File: src/rtl/spot_aim_pkg.sv
// ----------------------------------------------------------------------------
// spot_aim_pkg
// Shared types and constants of the spotlight aiming pipeline.
// ----------------------------------------------------------------------------
package spot_aim_pkg;

    // widest coordinate carried between stages
    localparam int COORD_W = 8;

    // CORDIC sizing
    localparam int CORDIC_ITERS     = 44;
    localparam int CORDIC_FRAC_BITS = 40;
    localparam int CORDIC_GUARD     = 32;

    // pan selection codes
    localparam logic [2:0] PAN_UP    = 3'd0;
    localparam logic [2:0] PAN_DOWN  = 3'd1;
    localparam logic [2:0] PAN_LEVEL = 3'd2;
    localparam logic [2:0] PAN_FULL  = 3'd3;
    localparam logic [2:0] PAN_ZERO  = 3'd4;

    // tilt selection codes
    localparam logic [1:0] TILT_ANG   = 2'd0;
    localparam logic [1:0] TILT_ZERO  = 2'd1;
    localparam logic [1:0] TILT_RIGHT = 2'd2;

    // register indexes
    localparam logic [2:0] REG_SENSOR_XS    = 3'd0;
    localparam logic [2:0] REG_SENSOR_YS    = 3'd1;
    localparam logic [2:0] REG_LIGHT_A_X    = 3'd2;
    localparam logic [2:0] REG_LIGHT_A_Y    = 3'd3;
    localparam logic [2:0] REG_LIGHT_B_X    = 3'd4;
    localparam logic [2:0] REG_LIGHT_B_Y    = 3'd5;
    localparam logic [2:0] REG_LIGHT_HEIGHT = 3'd6;

    typedef struct packed {
        logic               has;
        logic [COORD_W-1:0] px;
        logic [COORD_W-1:0] py;
        logic [2:0]         cnt;
    } cent_t;

    typedef struct packed {
        logic               has;
        logic [COORD_W-1:0] px;
        logic [COORD_W-1:0] py;
        logic [2:0]         cnt;
        logic [2:0]         pan_a_mode;
        logic [1:0]         tilt_a_mode;
        logic [2:0]         pan_b_mode;
        logic [1:0]         tilt_b_mode;
    } side_t;

endpackage

File: src/rtl/spot_aim_centroid.sv
// ----------------------------------------------------------------------------
// spot_aim_centroid
// Three-stage centroid: masked sums and count, reciprocal multiply, shift.
// ----------------------------------------------------------------------------
module spot_aim_centroid #(
    parameter int NUM_SENSORS = 6,
    parameter int COORD_BITS  = 8
) (
    input  logic                       aclk,
    input  logic                       aresetn,
    input  logic                       en,
    input  logic                       in_valid,
    input  logic [5:0]                 mask,
    input  logic [47:0]                sensor_xs,
    input  logic [47:0]                sensor_ys,
    output logic                       out_valid,
    output spot_aim_pkg::cent_t        out_cent
);

    localparam int SW = COORD_BITS + 3;
    localparam int RS = 18;
    localparam int RW = RS + 1;
    localparam int PW = SW + RW;

    logic          v1_reg, v2_reg, v3_reg;
    logic [SW-1:0] sx_reg, sy_reg;
    logic [2:0]    cnt1_reg, cnt2_reg;
    logic [PW-1:0] prx_reg, pry_reg;
    spot_aim_pkg::cent_t cent_reg;

    logic [SW-1:0] sx_next, sy_next;
    logic [2:0]    cnt_next;
    logic [RW-1:0] recip;

    always_comb begin
        sx_next  = '0;
        sy_next  = '0;
        cnt_next = '0;
        for (int i = 0; i < NUM_SENSORS; i++) begin
            if (mask[i]) begin
                sx_next  = sx_next + SW'(sensor_xs[8*i +: COORD_BITS]);
                sy_next  = sy_next + SW'(sensor_ys[8*i +: COORD_BITS]);
                cnt_next = cnt_next + 3'd1;
            end
        end
    end

    // ceil(2^18 / n), exact for every sum that six coordinates can reach
    always_comb begin
        unique case (cnt1_reg)
            3'd1:    recip = RW'(262144);
            3'd2:    recip = RW'(131072);
            3'd3:    recip = RW'(87382);
            3'd4:    recip = RW'(65536);
            3'd5:    recip = RW'(52429);
            3'd6:    recip = RW'(43691);
            default: recip = '0;
        endcase
    end

    always_ff @(posedge aclk) begin
        if (!aresetn) begin
            v1_reg <= 1'b0;
            v2_reg <= 1'b0;
            v3_reg <= 1'b0;
        end else if (en) begin
            v1_reg <= in_valid;
            v2_reg <= v1_reg;
            v3_reg <= v2_reg;
        end
    end

    always_ff @(posedge aclk) begin
        if (en) begin
            sx_reg       <= sx_next;
            sy_reg       <= sy_next;
            cnt1_reg     <= cnt_next;
            prx_reg      <= PW'(sx_reg) * PW'(recip);
            pry_reg      <= PW'(sy_reg) * PW'(recip);
            cnt2_reg     <= cnt1_reg;
            cent_reg.has <= (cnt2_reg != 3'd0);
            cent_reg.px  <= spot_aim_pkg::COORD_W'(prx_reg[RS +: COORD_BITS]);
            cent_reg.py  <= spot_aim_pkg::COORD_W'(pry_reg[RS +: COORD_BITS]);
            cent_reg.cnt <= cnt2_reg;
        end
    end

    assign out_valid = v3_reg;
    assign out_cent  = cent_reg;

endmodule

File: config.mk
export PLATFORM = sky130hd
export DESIGN_NAME = spot_aim_centroid
export DESIGN_NICKNAME = d
export VERILOG_FILES = /design/src/rtl/spot_aim_pkg.sv /design/src/rtl/spot_aim_centroid.sv
export SDC_FILE = /design/constraint.sdc
export NUM_CORES = 1
export LEC_CHECK = 0
export ABC_AREA = 0
export BUFFER_PORTS_ARGS = -buffer_cell sky130_fd_sc_hd__clkbuf_2
export CAP_MARGIN = 20
export CORE_AREA = 2 2 128 254
export CTS_CLUSTER_DIAMETER = 30
export DETAILED_ROUTE_END_ITERATION = 6
export DIE_AREA = 0 0 130 256
export PLACE_DENSITY = 0.71
export SYNTH_ARGS = -nofsm -noshare
export SYNTH_HDL_FRONTEND = slang
export SYNTH_SLANG_ARGS = --single-unit
export TNS_END_PERCENT = 30
File: constraint.sdc
create_clock -name aclk -period 10.3 [get_ports aclk]
set_clock_uncertainty 0.15 [all_clocks]
set_input_delay 2.06 -clock aclk [delete_from_list [all_inputs] [get_ports aclk]]
set_output_delay 2.06 -clock aclk [all_outputs]
set_load 0.05 [all_outputs]
Word level (Yosys, flattened, before mapping):

Cells that the tools add are included.

* eq/ne operators: 6
* reduce and logical (&&, ||, !) cells: 1
* mux-type cells: 19
* add/subtract/negate cells: 15
* $mul: 2

Operator list (count)
* 19-bit one-hot mux with 6 select lines: 1
* 11-bit by 8-bit adder with 11-bit output: 10
* 11-bit two-way mux: 10
* 11-bit by 19-bit multiplier with 26-bit output: 2
* 8-bit two-way mux: 2
* 3-bit by 1-bit adder with 3-bit output (second input constant): 5
* 3-bit two-way mux: 5
* 3-bit == test (second input constant): 3
* 3-bit by 2-bit == test with 1-bit output (second input constant): 2
* 3-bit by 1-bit == test with 1-bit output (second input constant): 1
* 3-bit nonzero test: 1
* 1-bit two-way mux: 1

* register bits: 103
* output and inout bits: 21

Longest topological paths before layout:

* depth after elaboration: 11
* mapped depth: 36

Worst setup path before layout:

No wires, ideal clock.

* path kind: input port to flip-flop
* start: input port mask[0]
* end: register sx_reg[10], data pin
* arrival time: 7.489 ns
* slack: 2.400 ns
* buffers on the path: 1
* setup time: 0.261 ns
* cell stages on the path: 30
* cell sequence: clkbuf_1 -> nand2_1 -> inv_1 -> ha_1 -> a21o_1 -> a21oi_1 -> o21ai_0 -> a21oi_1 -> xnor2_1 -> mux2_2 -> ha_1 -> o21a_1 -> o31a_1 -> a211oi_1 -> a221o_1 -> ha_1 -> a21o_1 -> a31o_2 -> a21oi_1 -> xor2_1 -> nor2_1 -> or2_2 -> ha_1 -> nand3_1 -> o31ai_1 -> nand2_1 -> or2_2 -> and4_1 -> nor4b_2 -> xnor2_1

* cells in the longest elaborated chain, start to end: 11

Ends and longest elaborated chain
* from (decl): line spot_aim_centroid.sv:13 `input logic [5:0] mask,`
* 8-bit two-way mux (*): line spot_aim_centroid.sv:40 `if (mask[i]) begin`
* 11-bit by 8-bit adder with 11-bit output: line spot_aim_centroid.sv:41 `sx_next = sx_next + SW'(sensor_xs[8*i +: COORD_BITS]);`
* 11-bit two-way mux (*): line spot_aim_centroid.sv:40
* 11-bit by 8-bit adder with 11-bit output: line spot_aim_centroid.sv:41
* 11-bit two-way mux (*): line spot_aim_centroid.sv:40
* 11-bit by 8-bit adder with 11-bit output: line spot_aim_centroid.sv:41
* 11-bit two-way mux (*): line spot_aim_centroid.sv:40
* 11-bit by 8-bit adder with 11-bit output: line spot_aim_centroid.sv:41
* 11-bit two-way mux (*): line spot_aim_centroid.sv:40
* 11-bit by 8-bit adder with 11-bit output: line spot_aim_centroid.sv:41
* 11-bit two-way mux (*): line spot_aim_centroid.sv:40
* via sx_next[10]: line spot_aim_centroid.sv:31 `logic [SW-1:0] sx_next, sy_next;`
* to (signal assigned): line spot_aim_centroid.sv:75 `sx_reg <= sx_next;`
* to (decl): line spot_aim_centroid.sv:26 `logic [SW-1:0] sx_reg, sy_reg;`

Mark *: on every way through the listed nets, which the timed path passes. The rest lies on a longest branch.
A chain may end at the register's enable or synchronous reset.

Worst setup path after layout:

Same ends and word-level chain as after synthesis.

==> key figures <==
Placed design
  – Placed inst area: 16500 µm²
  – Placer Congestion: 0.955
  – Placed cell count: 2174
  – DP HPWL: 33700 µm
  – Port-buffer cells: 126

Drt
  – Vias per cell: 5.41
  – Vias: 11.8k
  – Remaining antenna violation count: 0
  – # DRC: 0
  – Avg WL per Cell: 17.6 µm
  – Routed wire length: 38500 µm
  – DR pass1 iterations: 4
  – Iteration-0 DRC count of the detailed router: 418

CTS
  – Clock buffer depth: 2
  – Post-cts sizing count: 0
  – Post-CTS setup buffers: 0
  – CTS buffer count: 9
  – Clk slew on worst S/H paths: 0.07 ns
  – Clock root cell: clkbuf_16
  – Hold_buf cts: 0
  – TritonCTS clock tree: built
  – Skew-Pair Late Insertion Delay: 0.36 ns
  – Clock sinks: 67
  – H-tree Lvls: 3

Logic synthesis
  – Synth Register Bits: 67
  – Post-Synthesis Cells: 1655
  – Post-synth ARST share: 0%
  – Synth Flop Type: edfxtp_1
  – Number of distinct library cells after synthesis: 69
  – Yosys warning count: 0
  – Post-synth EDFFs: 64
  – Sequential fraction of the synthesis area: 12.8%
  – Synth Cell Area: 15400 µm²
  – Synthesized area per cell: 9.33 µm²
  – Net Count, Synth: 2176

STA
  – Final Hold Fails: 0
  – Final worst-path cycle share: 82.2%
  – Final Slew Violations: 0
  – Tmin final: 8.47 ns
  – Final setup fails: 0
  – TNS Setup: 0 ns
  – F_max: 118 MHz
  – Worst slew pin tran: 1.00 ns
  – Rel. slew slack: 33.2%
  – RSZ-0062 raised after global routing: no

Critical path
  – Worst path most repeated cell: ha_1
  – Setup CP Type: primary input to flip-flop
  – Critical Path AT: 8.43 ns
  – CP max stage cell: fa_1
  – Delay-heaviest family, CP: compound AO/OA/AOI/OAI gates
  – Worst Setup Start Kind: primary input
  – Setup crit end kind: flip-flop
  – Crit path max fanout: 23
  – Max incr delay on CP: 0.42 ns
  – Buf+Inv Stages, Crit Path: 3
  – Worst Path Required: 10.26 ns

Layout
  – Fin nets: 2283
  – Ant. Diodes: 0
  – Final Non-Filler Cells: 2190
  – Layout area overhead: 8.94%
  – Layout cells sized above 1: 12.5%
  – Finished Cell Area: 16800 µm²
  – Max reg flops: 20
  – Fillers: 2839

Global routing
  – Largest net degree at the start of global routing: 50
  – Number of global-route vias before repair: 13.2k
  – Initial antenna violation count: 0
  – Total gr overflow: 0
  – First-pass GRT wire length: 62600 µm
  – GRT Util Overall: 24.2%

Floorplanning
  – Die Area: 33300 µm²
  – Die Width: 130 µm
  – Initial Util: 49.1%
  – I/O Pins: 127
  – Die Span Y: 256 µm
  – Core ar.: 31400 µm²
  – Row Count: 92

Hold path
  – Hold/Removal Path Class: flip-flop to flip-flop

Run status
  – Status: finished clean

Job
  – Max Cap Viol: 0
metal layers:
| metal | track usage, % | wire length (µm) |
|---|---|---|
| met2 | 48.3 | 22400 |
| met5 | 0 | 0 |
| met3 | 2.84 | 1100 |
| met1 | 22.3 | 12600 |
| met4 | 13.9 | 2410 |
area by class of cell:
cell class / count / area, µm² / share of cell area (%)
multi-input cells: 1214 / 12100 / 71.7
flip-flops and latches: 67 / 1980 / 11.8
inverters: 338 / 1270 / 7.55
repair buffers: 132 / 678 / 4.03
well taps: 423 / 529 / 3.15
clock buffers: 10 / 239 / 1.42
clock inverters: 6 / 63.8 / 0.379
cells in the mapped netlist, drive strengths merged (18+ instances only):
cell type | n | area [µm²]
ha | 179 | 2240
nor2b | 21 | 131
a21oi | 85 | 429
fa | 236 | 4720
o21a | 25 | 188
clkbuf | 29 | 109
xnor2 | 68 | 596
xor2 | 21 | 191
mux2 | 37 | 417
edfxtp | 64 | 1920
inv | 336 | 1260
o21ai | 57 | 285
nand2 | 114 | 428
and2 | 63 | 394
or2 | 18 | 113
a21o | 31 | 233
and3 | 32 | 200
nor2 | 78 | 293
worst paths after layout:
kind | from | to | slack [ns] | cells after the start
worst min-delay path | pry_reg[24]$_DFFE_PP_ | out_cent[9]$_DFFE_PP_ | 0.27 | 0
worst max-delay path | mask[0] | sx_reg[10]$_DFFE_PP_ | 1.83 | 34
worst min register to register | pry_reg[24]$_DFFE_PP_ | out_cent[9]$_DFFE_PP_ | 0.27 | 0
worst max register to register | cnt1_reg[0]$_DFFE_PP_ | pry_reg[25]$_DFFE_PP_ | 2.64 | 21
kinds of logic (layout without fill, tap and decap cells):
group	count (synthesis)	count (layout)	synth area share [%]
muxes	45	45	3.22
DFF	67	67	12.8
and+or+nand+nor	379	379	12.3
xor gates and xnor gates	89	89	5.10
AOI/OAI and AO/OA	286	286	12.3
adders and majority gates	415	415	45.1
buffers and inverters	374	486	9.11
per-stage QoR:
stage / hold WS (ns) / utilization (%) / setup slack (ns)
final: 0.270 / 53.5 / 1.83
after global placement: 0.251 / 52.5 / 1.69
after floorplan: 0.250 / - / 2.40
after detailed placement: 0.255 / 52.5 / 1.52
after CTS: 0.269 / 53.5 / 1.87
after global routing: 0.275 / 53.5 / 1.36
layout by cell type, fill, tap and decap left out, types with 3 or more instances in the layout:
cell         n
dfxtp_1      3
buf_4        7
and2_1      62
clkbuf_2   125
inv_1      335
nor3_1       9
mux2_2      37
fa_1       236
nor2_1      77
o211ai_1     4
a31o_2       3
or3_1        5
clkbuf_16    9
a211o_1      6
o21bai_1    10
nand3b_1     3
nor2b_1     21
xor2_1      20
a41oi_1      3
o31ai_1      8
nand2_1    114
a211oi_1    15
ha_1       179
and3_1      32
a31oi_1      3
nand2b_1     8
o31a_1       9
edfxtp_1    64
a21boi_0     5
xnor2_1     68
o21a_1      25
a21o_1      31
mux2i_1      8
a21oi_1     84
o21ai_0     57
nand3_1     15
or2_2       18
Power is left out: the tool's default activity adds up to more than one toggle a clock period on the data nets, which glitch-free logic cannot reach.
